$ cat src/hw/rtl/mimc_pkg.sv
// shared types and constants for the mimc cube permutation block
package mimc_pkg;

	// fixed widths of the stream fields
	localparam int FIELD_BITS   = 64;
	localparam int SLOT_W       = 6;
	localparam int RCOUNT_W     = 7;
	localparam int IN_TDATA_W   = 72;
	localparam int OUT_TDATA_W  = 136;

	// bits of the multiplier operand consumed per cycle
	localparam int DIGIT        = 4;

	// configuration reset values
	localparam logic [FIELD_BITS-1:0] POLY_RESET   = 64'd27;
	localparam logic [RCOUNT_W-1:0]   RCOUNT_RESET = 7'd41;

	// configuration register indexes
	typedef enum logic {
		REG_POLY   = 1'b0,
		REG_ROUNDS = 1'b1
	} cfg_reg_t;

	// input item kinds
	typedef enum logic {
		MODE_LOAD = 1'b0,
		MODE_EVAL = 1'b1
	} item_mode_t;

	// round sequencer states
	typedef enum logic [2:0] {
		ST_IDLE,
		ST_FETCH,
		ST_XOR,
		ST_SQUARE,
		ST_CUBE,
		ST_EMIT
	} mimc_state_t;

	// multiplier status seen by the sequencer
	typedef struct packed {
		logic busy;
		logic done;
	} gfm_stat_t;

endpackage

$ cat src/hw/rtl/mimc_gfmul.sv
// digit-serial multiplier in GF(2^WIDTH), msb first, DIGIT bits per cycle
module mimc_gfmul import mimc_pkg::*; #(
	parameter int WIDTH = 64
) (
	input  logic             clk,
	input  logic             arst_n,
	input  logic             start,
	input  logic [WIDTH-1:0] a,
	input  logic [WIDTH-1:0] b,
	input  logic [WIDTH-1:0] poly,
	output logic [WIDTH-1:0] product,
	output gfm_stat_t        stat
);

	localparam int NSTEP = (WIDTH + DIGIT - 1) / DIGIT;
	localparam int BW    = NSTEP * DIGIT;
	localparam int CNT_W = (NSTEP > 1) ? $clog2(NSTEP) : 1;

	logic [WIDTH-1:0] a_q;
	logic [BW-1:0]    b_q;
	logic [WIDTH-1:0] acc_q;
	logic [WIDTH-1:0] acc_n;
	logic [CNT_W-1:0] cnt_q;
	logic             busy_q;
	logic             done_q;
	logic             last_step;

	// one digit of shift-and-reduce
	always_comb begin
		acc_n = acc_q;
		for (int i = 0; i < DIGIT; i++) begin
			if (acc_n[WIDTH-1]) begin
				acc_n = (acc_n << 1) ^ poly;
			end else begin
				acc_n = acc_n << 1;
			end
			if (b_q[BW-1-i]) begin
				acc_n = acc_n ^ a_q;
			end
		end
	end

	assign last_step = (cnt_q == CNT_W'(NSTEP - 1));

	// step control
	always_ff @(posedge clk or negedge arst_n) begin
		if (!arst_n) begin
			busy_q <= 1'b0;
			done_q <= 1'b0;
			cnt_q  <= '0;
		end else if (start) begin
			busy_q <= 1'b1;
			done_q <= 1'b0;
			cnt_q  <= '0;
		end else begin
			done_q <= busy_q && last_step;
			if (busy_q) begin
				cnt_q <= cnt_q + CNT_W'(1);
				if (last_step) begin
					busy_q <= 1'b0;
				end
			end
		end
	end

	// operand and accumulator registers
	always_ff @(posedge clk) begin
		if (start) begin
			a_q   <= a;
			b_q   <= BW'(b);
			acc_q <= '0;
		end else if (busy_q) begin
			b_q   <= b_q << DIGIT;
			acc_q <= acc_n;
		end
	end

	assign product   = acc_q;
	assign stat.busy = busy_q;
	assign stat.done = done_q;

endmodule

$ cat config.mk
export PLATFORM = sky130hd
export DESIGN_NAME = mimc_gfmul
export DESIGN_NICKNAME = d
export VERILOG_FILES = /design/src/hw/rtl/mimc_pkg.sv /design/src/hw/rtl/mimc_gfmul.sv
export SDC_FILE = /design/constraint.sdc
export NUM_CORES = 1
export LEC_CHECK = 0
export CORE_MARGIN = 3
export CORE_UTILIZATION = 50
export DETAILED_ROUTE_END_ITERATION = 7
export DONT_BUFFER_PORTS = 1
export MAX_ROUTING_LAYER = met4
export PLACE_DENSITY = 0.77
export REMOVE_ABC_BUFFERS = 1
export SLEW_MARGIN = 20
export SYNTH_ARGS = -nofsm -noshare
export SYNTH_HDL_FRONTEND = slang
export SYNTH_SLANG_ARGS = --single-unit
$ cat constraint.sdc
create_clock -name clk -period 4 [get_ports clk]
set_input_delay 0.6 -clock clk [delete_from_list [all_inputs] [get_ports clk]]
set_output_delay 0.6 -clock clk [all_outputs]
set_load 0.05 [all_outputs]
==> impl_metrics.tcl, run 1 <==
set metrics [dict create \
    io_buffers 0 \
    yosys_warnings 0 \
    post-place-cells 1828 \
    start_kind "flop" \
    synth_enable_flop_cells 128 \
    crit_top_cell "xnor2_2" \
    synth_top_family_by_area "XOR/XNOR gates" \
    wl_um 36180 \
    power_frac_seq 0.287 \
    r2r_cells 9 \
    final_util 0.5458 \
    clkPwrFrac 0.141 \
    tightest_slew_ps 985.1 \
    routedWlPerCell_um 19.39 \
    power_frac_comb 0.572 \
    rr_startpoint "product[63]" \
    grt_max_degree 201 \
    cp_slowest_stage_delay_ps 650 \
    synth_fa_ha_area_frac 0.0008925 \
    crit_type "flop to flop" \
    synth_mux_area_frac 0.04962 \
    hold_ws_ps 233.7 \
    globalplace.congestion 0.8575 \
    synth_ff_type "edfxtp_1" \
    syn_to_final_growth_pct 6.096 \
    min_period_ps 3218 \
    cts_tree "built" \
    worstHoldEndpoint "a_q[45]" \
    drive_above_1_share 0.08328 \
    finalHoldViolCount 0 \
    yosysTopAreaCellShare 0.2742 \
    critPathCaptureType "flop" \
    post-route-drc-count 0 \
    vias 10694 \
    relSlewSlack 0.3433 \
    fin_cells 1866 \
    first_pass_iters 5 \
    cts_max_level 4 \
    synth_area_leader_cell "edfxtp_1" \
    coreArea_um2 27250 \
    cts_sinks 198 \
    slowest_stage "dfxtp_4" \
    worst_hold_path_type "input port to flop" \
    dp_hpwl_um 24620 \
    die_w_um 173.5 \
    final_antenna_net_count 0 \
    synth_area_um2 14020 \
    ys_ff_latch 198 \
    grt_overflow_total 0 \
    clockRootBuffer "clkbuf_16" \
    clk_latency_ps 450 \
    postCtsSetupRepairBufs 0 \
    gr-usage-all-layers 0.2473 \
    cts_buffer_depth 2 \
    rsz0062_at_grt "false" \
    p_switching_mw 6.230 \
    synth-async-reset-ratio 0.03030 \
    maxCapViolCount 0 \
    final.period_utilization 0.8046 \
    leakage_nw 5.243 \
    grt_pass1_vias 10819 \
    crit_required_ps 4300 \
    cp.arrival_ps 3520 \
    finClkSkew_ps 15.00 \
    fmax_mhz 310.7 \
    maxSlewViolCount 0 \
    drt_iter0_markers 900 \
    rows 60 \
    die_y_um 173.5 \
    timing.setup.tns_ps 0 \
    antenna_found_initial 5 \
    p_per_area_nw_per_um2 900.4 \
    yosysSeqAreaShare 0.3763 \
    hp-start "a[45]" \
    hold_depth 0 \
    syn_inst 1539 \
    yosys.cell_types.count 39 \
    yosys.area_share.simple 0.1590 \
    r2r_end "product[48]" \
    total_power_mw 13.39 \
    start_util 0.5145 \
    setup_viol 0 \
    fp.dieArea_um2 30080 \
    place_area_um2 14200 \
    r2r_slack_ps 780 \
    cp_max_fo 39 \
    synth_xor_area_frac 0.2836 \
    status "finished, final reports clean" \
    cts_buffers 17 \
    synthTopCellsByArea "edfxtp_1, xnor2_1, nand2_1" \
    ios 261 \
    crit_path_cell_trace "nand2_1, xnor3_2, xnor2_2, xnor2_2, a21o_1, and2_4, buf_4, a211o_1, o311ai_1" \
    p_int_mw 7.163 \
    path_buf_inv 1 \
    synth_compound_area_frac 0.08068 \
    synth_area_per_cell_um2 9.110 \
    pre_cts_ws_ps 831.9 \
    fin_ws_ps 781.5 \
    ir_worst_vdd_mv 0.4844 \
    grt_first_pass_wirelength_um 57860 \
    layout.nets 1672 \
    switching_share 0.4651 \
    clk_pin_slew_ps 90 \
    design_area_um2 14870 \
    viasPerCell 5.731 \
    crit_family "XOR/XNOR gates" \
]
-- worst max-delay path by stage --
stage          cells after the start         from  slack [ps]     endpoint
2_1_floorplan                      8  product[63]       -3700  product[10]
3_3_place_gp                       9  product[63]         920  product[47]
3_5_place_dp                       9  product[63]         830  product[52]
4_1_cts                            9  product[63]         800  product[50]
5_1_grt                            9  product[63]         570  product[62]
6_report                           9  product[63]         780  product[48]
-- cell usage after synthesis (9+ instances only) --
master / instances
a211o_1: 59
buf_1: 35
buf_2: 10
buf_6: 9
clkbuf_1: 44
dfxtp_1: 64
edfxtp_1: 128
inv_1: 59
mux2_2: 60
nand2_1: 445
nand4_1: 62
nor2_1: 10
o311ai_1: 59
xnor2_1: 435
-- what timing repair did --
item,CTS,global route
resized for setup,0,0
endpoints found under the hold margin,6,0
hold buffers,1,0
endpoints found under the setup margin,0,0
-- power by group through the flow --
stage / sequential, mW / clock [mW] / combinational [mW]
final: 3.84 / 1.89 / 7.66
after global routing: 3.90 / 2.02 / 8.40
after global placement: 3.88 / 0 / 7.41
after floorplan: 3.81 / 0 / 6.04
after CTS: 3.85 / 1.93 / 7.65
after detailed placement: 3.89 / 0 / 7.61
-- layer usage --
layer  track usage  vias to the layer above  share of wire
met1        0.2847                     5093           0.38
met2        0.3989                      505           0.48
li1              -                     5031              -
met3       0.09549                       65           0.11
met5             -                        -              0
met4       0.07872                        0          0.024
-- state kept, by name, summed over array words and instances, names as in the netlist --
signal   flops
busy_q       1
cnt_q        4
done_q       1
product     64
b_q         64
a_q         64
-- cell usage in the layout (no fill, tap or decap), drive strengths merged, types with 10 or more instances in the layout --
master and instances:
edfxtp 128, dfxtp 64, o311ai 59, nand2 446
inv 66, a211o 59, xnor2 438, buf 19
mux2 60, clkbuf 17, nor2 10, nand4 62
-- kinds of logic after synthesis --
| family | Yosys count |
|---|---|
| XOR/XNOR | 448 |
| multiplexers | 62 |
| adder cells (fa/ha/maj) | 1 |
| flip-flops | 198 |
| buffers and inverters | 161 |
| AO/OA/AOI/OAI | 131 |
| AND/OR/NAND/NOR | 538 |
-- cell type report --
type                    count  area (um^2)
flip-flops and latches    198         5283
fillers                  2363        12380
inverters                  59        221.5
clock inverters            15        224.0
diodes                      5        12.51
multi-input cells        1180         8065
clock buffers              17        425.4
repair buffers             20        177.7
well taps                 372        465.4
Power figures use the tool's default switching activity.
==> run 2, diff against run 1 <==
--- a/config.mk
+++ b/config.mk
@@ -10,7 +10,7 @@
 export DETAILED_ROUTE_END_ITERATION = 7
 export DONT_BUFFER_PORTS = 1
 export MAX_ROUTING_LAYER = met4
-export PLACE_DENSITY = 0.77
+export PLACE_DENSITY = 0.8
 export REMOVE_ABC_BUFFERS = 1
 export SLEW_MARGIN = 20
 export SYNTH_ARGS = -nofsm -noshare
==> constraint.sdc (replaced) <==
create_clock -name clk -period 2.6 [get_ports clk]
set_input_delay 0.39 -clock clk [delete_from_list [all_inputs] [get_ports clk]]
set_output_delay 0.39 -clock clk [all_outputs]
set_load 0.05 [all_outputs]
==> run 2 against run 1 <==
Worst setup slack got worse by 750 ps. Maximum frequency grew 26%. Critical path depth grew 2. Combinational power rose by 89%. Clock power increased by 48%. Die area unchanged. Clock-buffer cell count stayed put. Global-route usage grew 1.1 points.
==> impl_metrics.tcl, run 2 (synthesis results as in run 1) <==
set metrics [dict create \
    status "finished, final reports clean" \
    final_common_cell "nand2_1" \
    hp-start "a[43]" \
    drive_above_1_share 0.1249 \
    cp.arrival_ps 2910 \
    dp_hpwl_um 27200 \
    gr-usage-all-layers 0.2586 \
    first_pass_iters 6 \
    grt_overflow_total 0 \
    post-place-cells 1901 \
    drt_iter0_markers 1092 \
    p_switching_mw 9.943 \
    coreArea_um2 27250 \
    power_frac_seq 0.200 \
    cts_buffers 17 \
    total_power_mw 21.67 \
    final.period_utilization 0.9863 \
    viasPerCell 5.750 \
    fin_cells 1955 \
    grt_first_pass_wirelength_um 60610 \
    setup_viol 0 \
    syn_to_final_growth_pct 11.89 \
    fin_ws_ps 35.51 \
    leakage_nw 5.714 \
    final_cell_mix "nand2_1, xnor2_1, edfxtp_1" \
    clkPwrFrac 0.129 \
    die_w_um 173.5 \
    clockRootBuffer "clkbuf_16" \
    rr_startpoint "b_q[62]" \
    finClkSkew_ps 18.96 \
    cts_max_level 4 \
    design_area_um2 15690 \
    fmax_mhz 389.9 \
    fp.dieArea_um2 30080 \
    critPathLaunch "b_q[62]" \
    min_period_ps 2564 \
    maxSlewViolCount 0 \
    post-route-drc-count 0 \
    rows 60 \
    switching_share 0.4589 \
    cts_buffer_depth 2 \
    globalplace.congestion 0.8868 \
    p_per_area_nw_per_um2 1381 \
    critPathCaptureType "flop" \
    start_kind "flop" \
    cts_sinks 198 \
    die_y_um 173.5 \
    fillers 2337 \
    clk_pin_slew_ps 90 \
    ios 261 \
    cts_tree "built" \
    relSlewSlack 0.6175 \
    place_area_um2 14860 \
    io_buffers 0 \
    grt_max_degree 201 \
    power_frac_comb 0.671 \
    wl_um 38470 \
    clk_latency_ps 460 \
    ff_latch_area_um2 5283 \
    cp_max_fo 44 \
    grt_pass1_vias 11415 \
    start_util 0.5145 \
    tightest_slew_ps 573.8 \
    p_int_mw 11.72 \
    antenna_found_initial 6 \
    crit_required_ps 2950 \
    maxCapViolCount 0 \
    worst_hold_path_type "input port to flop" \
    finalHoldViolCount 0 \
    multi_input_area_um2 8088 \
    crit_type "flop to flop" \
    vias 11242 \
    layout.nets 1760 \
    final_antenna_net_count 0 \
    routedWlPerCell_um 19.68 \
    ir_worst_vdd_mv 1.095 \
    pre_cts_ws_ps 72.36 \
]
==> run 2: cell types whose count changed in the layout (fill, tap and decap cells not counted), moves of 2 or more <==
cell | previous run | this run
xnor2_2 | 4 | 2
buf_12 | 2 | 11
dlygate4sd3_1 | 1 | 15
buf_6 | 0 | 3
xnor2_4 | 0 | 2
buf_4 | 17 | 79
inv_6 | 4 | 2
==> run 2: final timing paths <==
| path | endpoint | slack (ps) | cells after the start |
|---|---|---|---|
| max in group asynchronous | busy_q | 2120 | 1 |
| worst min register to register | product[10] | 550 | 2 |
| worst max-delay path | product[31] | 40 | 11 |
| worst max register to register | product[31] | 40 | 11 |
| min in group asynchronous | cnt_q[0] | 240 | 1 |
| worst min-delay path | a_q[43] | 20 | 0 |
==> run 2: area by class of cell <==
class	count	share of cell area
multi-input cells	1180	0.5156
clock inverters	15	0.01220
flip-flops and latches	198	0.3368
well taps	372	0.02967
inverters	59	0.01412
repair buffers	108	0.06357
diodes	6	0.0009572
clock buffers	17	0.02712
==> run 2: per-layer routing <==
layer	wire length, um	GRT usage	share of wire
met5	0	-	0
met1	14770	0.2990	0.38
met4	962	0.08480	0.025
met2	18510	0.4231	0.48
met3	4224	0.08804	0.11
==> run 2: worst max-delay path: stages, from the launching register on <==
cell      delay [ps]
edfxtp_1         400
buf_6            210
nand2_1           90
xnor2_1          160
xnor2_2          280
xnor2_2          100
buf_4            160
a21o_1           220
and2_4           210
buf_12           180
a211o_1          320
o311ai_1         100
==> run 2: metrics by stage <==
| stage | hold WS [ps] | setup TNS [ps] | util |
|---|---|---|---|
| floorplan | 94.41 | -352610 | - |
| global placement | 94.56 | 0 | 0.5454 |
| detailed placement | 94.60 | 0 | 0.5454 |
| CTS | 1.305 | 0 | 0.5706 |
| global route | 0.1151 | -89.06 | 0.5756 |
| finish | 22.25 | 0 | 0.5756 |
==> run 2: power by group through the flow <==
stage,sequential (mW),combinational (mW),clock [mW]
6_report,4.34,14.5,2.79
5_1_grt,4.41,15.6,2.96
4_1_cts,4.34,14.3,2.83
3_5_place_dp,4.40,14.2,0
3_3_place_gp,4.38,13.8,0
2_1_floorplan,5.84,8.70,0
==> run 2: timing repair <==
item	in CTS	in global routing
hold buffers	7	8
setup buffers	0	1
resized for setup	0	5
endpoints found under the setup margin	0	61
endpoints found under the hold margin	12	8
